### src/rtl/slm_pkg.sv
// Package for the sorted list merge block: item kind codes and sequencer states.
// No dependencies; imported by the interfaces and the top level.
package slm_pkg;

  typedef enum logic [1:0] {
    KIND_LOAD_A = 2'd0,
    KIND_LOAD_B = 2'd1,
    KIND_MERGE  = 2'd2
  } kind_t;

  typedef enum logic {
    ST_IDLE  = 1'b0,
    ST_MERGE = 1'b1
  } state_t;

  localparam int unsigned VALUE_W = 32;

endpackage

### src/rtl/slm_if.sv
// Valid/ready channel interfaces for the sorted list merge block.
// Depends on slm_pkg for the value width.
interface slm_in_if
  import slm_pkg::*;
();
  logic               valid;
  logic               ready;
  logic [1:0]         kind;
  logic [VALUE_W-1:0] value;

  modport source (output valid, output kind, output value, input ready);
  modport sink   (input valid, input kind, input value, output ready);
endinterface

interface slm_out_if
  import slm_pkg::*;
();
  logic               valid;
  logic               ready;
  logic [VALUE_W-1:0] merged_value;
  logic               last;
  logic               dropped;

  modport source (output valid, output merged_value, output last, output dropped,
                  input ready);
  modport sink   (input valid, input merged_value, input last, input dropped,
                  output ready);
endinterface

### src/rtl/sorted_list_merge.sv
// Sorted list merge top level: two list memories, a merge sequencer, output register.
// Depends on slm_pkg and the channel interfaces in slm_if.sv.
//
// Load items (kind 0 to list A, kind 1 to list B) are accepted only while idle; a load into
// a full list is dropped and sets a sticky drop flag. A merge item emits every stored
// value in ascending signed order, list B first on equal heads, one result per cycle while
// the output side keeps taking items; the input is held off until the last result is
// registered, and an empty merge emits nothing. That rate is set by the single read
// port of each list memory: the head of each list is read in the cycle before it is
// compared, and one head is consumed per result. The last result carries last=1,
// every result carries the drop flag, and the merge clears both lists and the flag.
module sorted_list_merge
  import slm_pkg::*;
#(
  parameter int LIST_DEPTH = 16
) (
  input  logic      clk,
  input  logic      rst_n,
  slm_in_if.sink    in_port,
  slm_out_if.source out_port
);

  localparam int CNT_W = $clog2(LIST_DEPTH + 1);
  localparam int AW    = (LIST_DEPTH > 1) ? $clog2(LIST_DEPTH) : 1;
  localparam int SUM_W = CNT_W + 1;
  localparam logic [CNT_W-1:0] DEPTH_C = CNT_W'(LIST_DEPTH);

  logic [VALUE_W-1:0] mem_a [LIST_DEPTH];
  logic [VALUE_W-1:0] mem_b [LIST_DEPTH];

  state_t state_r, state_nxt;
  logic [CNT_W-1:0] cnt_a_r, cnt_a_nxt, cnt_b_r, cnt_b_nxt;
  logic [CNT_W-1:0] ia_r, ia_nxt, ib_r, ib_nxt;
  logic             ovf_r, ovf_nxt;
  logic signed [VALUE_W-1:0] rd_a_r, rd_b_r;

  logic               out_valid_r, out_valid_nxt;
  logic [VALUE_W-1:0] out_value_r, out_value_nxt;
  logic               out_last_r, out_last_nxt;
  logic               out_drop_r, out_drop_nxt;

  logic wr_a, wr_b;
  logic in_fire, adv, a_left, b_left, take_a, is_last;

  assign in_port.ready = (state_r == ST_IDLE);
  assign in_fire       = in_port.valid && in_port.ready;
  assign a_left        = (ia_r < cnt_a_r);
  assign b_left        = (ib_r < cnt_b_r);
  // strict less-than: list B wins ties
  assign take_a  = a_left && (!b_left || (rd_a_r < rd_b_r));
  assign is_last = (SUM_W'(ia_r) + SUM_W'(ib_r) + SUM_W'(1)) ==
                   (SUM_W'(cnt_a_r) + SUM_W'(cnt_b_r));
  assign adv     = (state_r == ST_MERGE) && (!out_valid_r || out_port.ready);

  always_comb begin
    state_nxt     = state_r;
    cnt_a_nxt     = cnt_a_r;
    cnt_b_nxt     = cnt_b_r;
    ia_nxt        = ia_r;
    ib_nxt        = ib_r;
    ovf_nxt       = ovf_r;
    wr_a          = 1'b0;
    wr_b          = 1'b0;
    out_valid_nxt = out_valid_r && !out_port.ready;
    out_value_nxt = out_value_r;
    out_last_nxt  = out_last_r;
    out_drop_nxt  = out_drop_r;
    case (state_r)
      ST_IDLE: begin
        if (in_fire) begin
          case (in_port.kind)
            KIND_LOAD_A: begin
              if (cnt_a_r < DEPTH_C) begin
                wr_a      = 1'b1;
                cnt_a_nxt = cnt_a_r + CNT_W'(1);
              end else begin
                ovf_nxt = 1'b1;
              end
            end
            KIND_LOAD_B: begin
              if (cnt_b_r < DEPTH_C) begin
                wr_b      = 1'b1;
                cnt_b_nxt = cnt_b_r + CNT_W'(1);
              end else begin
                ovf_nxt = 1'b1;
              end
            end
            KIND_MERGE: begin
              // heads at entry 0 are read on this edge
              ia_nxt = '0;
              ib_nxt = '0;
              if (cnt_a_r == '0 && cnt_b_r == '0) begin
                ovf_nxt = 1'b0;
              end else begin
                state_nxt = ST_MERGE;
              end
            end
            default: ;
          endcase
        end
      end
      ST_MERGE: begin
        if (adv) begin
          out_valid_nxt = 1'b1;
          out_value_nxt = take_a ? rd_a_r : rd_b_r;
          out_last_nxt  = is_last;
          out_drop_nxt  = ovf_r;
          if (take_a) begin
            ia_nxt = ia_r + CNT_W'(1);
          end else begin
            ib_nxt = ib_r + CNT_W'(1);
          end
          if (is_last) begin
            state_nxt = ST_IDLE;
            cnt_a_nxt = '0;
            cnt_b_nxt = '0;
            ovf_nxt   = 1'b0;
          end
        end
      end
      default: state_nxt = ST_IDLE;
    endcase
  end

  always_ff @(posedge clk) begin
    if (!rst_n) begin
      state_r     <= ST_IDLE;
      cnt_a_r     <= '0;
      cnt_b_r     <= '0;
      ia_r        <= '0;
      ib_r        <= '0;
      ovf_r       <= 1'b0;
      out_valid_r <= 1'b0;
    end else begin
      state_r     <= state_nxt;
      cnt_a_r     <= cnt_a_nxt;
      cnt_b_r     <= cnt_b_nxt;
      ia_r        <= ia_nxt;
      ib_r        <= ib_nxt;
      ovf_r       <= ovf_nxt;
      out_valid_r <= out_valid_nxt;
    end
  end

  always_ff @(posedge clk) begin
    out_value_r <= out_value_nxt;
    out_last_r  <= out_last_nxt;
    out_drop_r  <= out_drop_nxt;
  end

  // list memories: write at the fill count, read the next head pointer
  always_ff @(posedge clk) begin
    if (wr_a) begin
      mem_a[cnt_a_r[AW-1:0]] <= in_port.value;
    end
    rd_a_r <= mem_a[ia_nxt[AW-1:0]];
  end

  always_ff @(posedge clk) begin
    if (wr_b) begin
      mem_b[cnt_b_r[AW-1:0]] <= in_port.value;
    end
    rd_b_r <= mem_b[ib_nxt[AW-1:0]];
  end

  assign out_port.valid        = out_valid_r;
  assign out_port.merged_value = out_value_r;
  assign out_port.last         = out_last_r;
  assign out_port.dropped      = out_drop_r;

  a_cnt_bound: assert property (@(posedge clk) disable iff (!rst_n)
    (cnt_a_r <= DEPTH_C) && (cnt_b_r <= DEPTH_C))
    else $error("list count beyond depth");

  a_merge_has_work: assert property (@(posedge clk) disable iff (!rst_n)
    (state_r == ST_MERGE) |-> (a_left || b_left))
    else $error("merge running with both lists exhausted");

  a_ptr_bound: assert property (@(posedge clk) disable iff (!rst_n)
    (state_r == ST_MERGE) |-> (ia_r <= cnt_a_r) && (ib_r <= cnt_b_r))
    else $error("merge pointer past list count");

  a_last_clears: assert property (@(posedge clk) disable iff (!rst_n)
    (adv && is_last) |=> (state_r == ST_IDLE) && (cnt_a_r == '0) && (cnt_b_r == '0)
                         && !ovf_r && out_valid_r && out_last_r)
    else $error("merge end did not clear state");

endmodule
### src/flat_wrapper.sv
// flat-port wrapper written by rule: the top's interface ports become plain ports
module sorted_list_merge_flat import slm_pkg::*;
#(
  parameter int LIST_DEPTH = 16
)
  (clk, rst_n, in_port_valid, in_port_kind, in_port_value, in_port_ready, out_port_valid, out_port_merged_value, out_port_last, out_port_dropped, out_port_ready);
  slm_in_if in_port_i ();
  slm_out_if out_port_i ();
  input  logic clk;
  input  logic rst_n;
  input wire logic [$bits(in_port_i.valid)-1:0] in_port_valid;
  input wire logic [$bits(in_port_i.kind)-1:0] in_port_kind;
  input wire logic [$bits(in_port_i.value)-1:0] in_port_value;
  output wire logic [$bits(in_port_i.ready)-1:0] in_port_ready;
  output wire logic [$bits(out_port_i.valid)-1:0] out_port_valid;
  output wire logic [$bits(out_port_i.merged_value)-1:0] out_port_merged_value;
  output wire logic [$bits(out_port_i.last)-1:0] out_port_last;
  output wire logic [$bits(out_port_i.dropped)-1:0] out_port_dropped;
  input wire logic [$bits(out_port_i.ready)-1:0] out_port_ready;
  assign in_port_i.valid = in_port_valid;
  assign in_port_i.kind = in_port_kind;
  assign in_port_i.value = in_port_value;
  assign in_port_ready = in_port_i.ready;
  assign out_port_valid = out_port_i.valid;
  assign out_port_merged_value = out_port_i.merged_value;
  assign out_port_last = out_port_i.last;
  assign out_port_dropped = out_port_i.dropped;
  assign out_port_i.ready = out_port_ready;
  sorted_list_merge #(.LIST_DEPTH(LIST_DEPTH)) u_core (.clk(clk), .rst_n(rst_n), .in_port(in_port_i), .out_port(out_port_i));
endmodule
### config.mk
export PLATFORM = sky130hd
export DESIGN_NAME = sorted_list_merge_flat
export DESIGN_NICKNAME = d
export VERILOG_FILES = /design/src/rtl/slm_pkg.sv /design/src/rtl/slm_if.sv /design/src/rtl/sorted_list_merge.sv /design/src/flat_wrapper.sv
export SDC_FILE = /design/constraint.sdc
export NUM_CORES = 1
export LEC_CHECK = 0
export ABC_CLOCK_PERIOD_IN_PS = 7600
export BUFFER_PORTS_ARGS = -buffer_cell sky130_fd_sc_hd__buf_2
export CAP_MARGIN = 15
export CORE_ASPECT_RATIO = 1.75
export CORE_UTILIZATION = 30
export CTS_BUF_LIST = sky130_fd_sc_hd__clkbuf_4 sky130_fd_sc_hd__clkbuf_8
export DETAILED_ROUTE_END_ITERATION = 10
export HOLD_SLACK_MARGIN = 0.05
export PLACE_DENSITY_LB_ADDON = 0.05
export SLEW_MARGIN = 20
export SYNTH_ARGS = -nofsm -noshare
export SYNTH_HDL_FRONTEND = slang
export SYNTH_SLANG_ARGS = --single-unit
export TNS_END_PERCENT = 50
### constraint.sdc
create_clock -name clk -period 7.6 [get_ports clk]
set_clock_uncertainty 0.2 [all_clocks]
set_input_delay 0.76 -clock clk [delete_from_list [all_inputs] [get_ports clk]]
set_output_delay 0.76 -clock clk [all_outputs]
set_load 0.02 [all_outputs]
==> flow_metrics.tcl <==
set metrics [dict create \
    outcome "complete, no violations" \
    ant_nets 0 \
    period_needed_ps 5680 \
    fin_hold_ws_ps 174 \
    holdCritPathClass "input pin to flop" \
    hold_viol 0 \
    rr_endpoint "u_core.rd_a_r[8]" \
    wl_um 132000 \
    syn_avg_cell_area_um2 20.6 \
    numCtsBuffers 179 \
    r2r-start "u_core.rd_b_r[31]" \
    maxCapViolations 0 \
    required_ps 8150 \
    setup_violations 0 \
    fmaxAchievable_mhz 176 \
    std_cell_rows 185 \
    die_x_um 291 \
    multi_input_area_um2 9750 \
    end_kind "flop" \
    routedWlPerCell_um 30.3 \
    timing.final.ws_setup_ps 1920 \
    via_per_inst 4.95 \
    netlist_area_um2 43700 \
    cts_tree "yes" \
    syn_inst 2118 \
    grt_pass1_wl_um 184000 \
    clock_sinks 1145 \
    core_um2 145000 \
    r2r_cells 12 \
    crit_start "u_core.rd_b_r[31]" \
    ir_drop_v 0.000121 \
    drv_slew 0 \
    pin_count 74 \
    critPathKind "flop to flop" \
    dr.pass1.iters 5 \
    synth_flop_cell "edfxtp_1" \
    layout-drive-gt1-share 0.299 \
    hold_end "u_core.mem_b[13][15]" \
    p_leak_nw 16.2 \
    place_congestion 0.752 \
    critPathMaxStageDelay_ps 720 \
    ctsResizeCount 0 \
    synth_cell_types 53 \
    n_fill_cell 13700 \
    maxSlewHeadroom 0.274 \
    cts_htree_levels 4 \
    clk_latency_ps 880 \
    synth-edff-count 1058 \
    antenna_found_initial 5 \
    die_area_um2 147000 \
    ys_ff_latch 1145 \
    regArea_um2 33500 \
    cts_root_buffer "clkbuf_8" \
    initial_core_util 0.302 \
    rsz0062_at_grt "no" \
    cp-start-kind "flop" \
    finalSetupTns_ps 0 \
    worst-r2r-setup-slack_ps 1920 \
    drc 0 \
    cts.path.max_buffers 3 \
    drt_iter0_markers 1581 \
    cpMaxStageDelayCell "nor3_2" \
    fin_util 0.347 \
    postCtsHoldBufs 0 \
    yosys_warnings 0 \
    postCtsSetupBuffers 0 \
    cts.reportedPaths.clkPinSlew_ps 60 \
    grt_use_total 0.181 \
    holdCritStartpoint "in_port_value[15]" \
    fin_nets 2433 \
    hold_depth 1 \
    areaGrowthSynthToFinish_pct 15.1 \
    dp.final_hpwl_um 70900 \
    ys_seq_area_frac 0.766 \
    powerDensity_nw_per_um2 252 \
    crit_top_cell "nand2_1" \
    grt_pass1_vias 23700 \
    ys_async_sr_fraction 0 \
    worstMarginPinSlew_ps 1080 \
    arrival_ps 6220 \
    synthesis.nets 2217 \
    io_buffer_count 73 \
    period_share 0.747 \
    preCtsSetupSlack_ps 1770 \
    worstPathCellList "inv_1 > ha_1 > nand4_1 > nor3_2 > o2111a_1 > or4_1 > nand2_1 > o31ai_4 > buf_12 > mux4_2 > a22oi_1 > nand2_1" \
    p_total_mw 12.7 \
    grt_overflow 0 \
    routed-via-count 21500 \
    die_h_um 507 \
    crit_fanout 79 \
    grt_max_degree 80 \
]
## Yosys cell counts (all sizes together), types with 2 or more instances
| cell | instances | area (um^2) |
|---|---|---|
| nor2b | 13 | 81.3 |
| buf | 48 | 318 |
| inv | 52 | 195 |
| a21o | 4 | 30.0 |
| nor4 | 3 | 18.8 |
| xor2 | 5 | 43.8 |
| a211oi | 3 | 22.5 |
| a32o | 2 | 20.0 |
| or3 | 2 | 12.5 |
| and2 | 24 | 153 |
| a21oi | 28 | 140 |
| clkbuf | 44 | 165 |
| nor2 | 33 | 124 |
| edfxtp | 1058 | 31800 |
| fa | 2 | 40.0 |
| nand4 | 6 | 37.5 |
| nor4b | 2 | 17.5 |
| o21ai | 49 | 245 |
| ha | 59 | 738 |
| nand2 | 132 | 495 |
| o21a | 4 | 30.0 |
| o31ai | 3 | 27.5 |
| o211ai | 3 | 27.5 |
| mux2i | 4 | 40.0 |
| mux2 | 3 | 37.5 |
| a21boi | 4 | 30.0 |
| nor3 | 15 | 80.1 |
| dfxtp | 87 | 1740 |
| xnor2 | 12 | 105 |
| mux4 | 256 | 5770 |
| a31oi | 2 | 12.5 |
| nand3 | 11 | 55.1 |
| nand2b | 3 | 18.8 |
| a22oi | 132 | 991 |
## worst max-delay path, delay by kind of cell (launching register included)
family | cells | cell delay [ps]
flip-flops | 1 | 320
AND/OR/NAND/NOR | 5 | 1500
buffers and inverters | 2 | 640
adder cells (fa/ha/maj) | 1 | 470
multiplexers | 1 | 600
AO/OA/AOI/OAI | 3 | 1650
## where the power goes
part	internal, mW	switching [mW]	total (mW)	leakage (nW)
sequential	6.92	0.0167	6.93	10.2
clock	2.91	2.48	5.39	1.96
combinational	0.109	0.236	0.345	4.00
total	9.94	2.74	12.7	16.2
## cell type report
class | instances | area share
flip-flops and latches | 1145 | 0.666
multi-input cells | 829 | 0.194
clock buffers | 277 | 0.0656
well taps | 1870 | 0.0465
repair buffers | 127 | 0.0163
clock inverters | 48 | 0.00791
inverters | 52 | 0.00388
diodes | 2 | 0.0000995
## cells in the final DEF, fill, tap and decap left out, drive strengths merged, types with 24 or more instances in the layout
cell type     n
edfxtp     1058
nor2         33
ha           59
and2         24
a22oi       132
buf         127
inv          59
mux4        256
dfxtp        87
clkinv       31
nand2       132
clkbuf      277
o21ai        49
a21oi        28
## cell families after synthesis
logic type | synth area share
flops | 0.766
buf+inv | 0.0155
compound gates | 0.0377
mux | 0.134
xor+xnor | 0.00341
fa+ha+maj | 0.0178
simple gates | 0.0255
## per-layer routing
| layer | track usage | wire length (um) | vias to the layer above |
|---|---|---|---|
| met2 | 0.341 | 72700 | 503 |
| li1 | - | - | 9156 |
| met3 | 0.0292 | 4760 | 190 |
| met4 | 0.0557 | 3230 | 4 |
| met1 | 0.207 | 51100 | 11700 |
| met5 | 0 | 27 | - |
## worst max-delay path by stage
stage	to	slack (ps)	cells after the start
2_1_floorplan	u_core.mem_b[3][0]	3290	5
3_3_place_gp	u_core.rd_b_r[20]	1820	12
3_5_place_dp	u_core.rd_a_r[19]	1770	12
4_1_cts	u_core.rd_b_r[20]	1780	12
5_1_grt	u_core.rd_a_r[19]	1650	12
6_report	u_core.rd_a_r[8]	1920	12
## flip-flops by register name, indices dropped and copies added, names as in the netlist, 5 cells and up
name,count
u_core.rd_a_r,32
u_core.mem_a,512
u_core.out_port.merged_value,32
u_core.ib_r,5
u_core.cnt_b_r,5
u_core.mem_b,512
u_core.cnt_a_r,5
u_core.ia_r,5
u_core.rd_b_r,32
## metrics by stage
step / std cells / area, um^2
2_1_floorplan: 2118 / 43700
3_3_place_gp: 4023 / 46600
3_5_place_dp: 4023 / 46600
4_1_cts: 4348 / 50300
5_1_grt: 4350 / 50300
6_report: 4350 / 50300
Power figures use the tool's default switching activity.
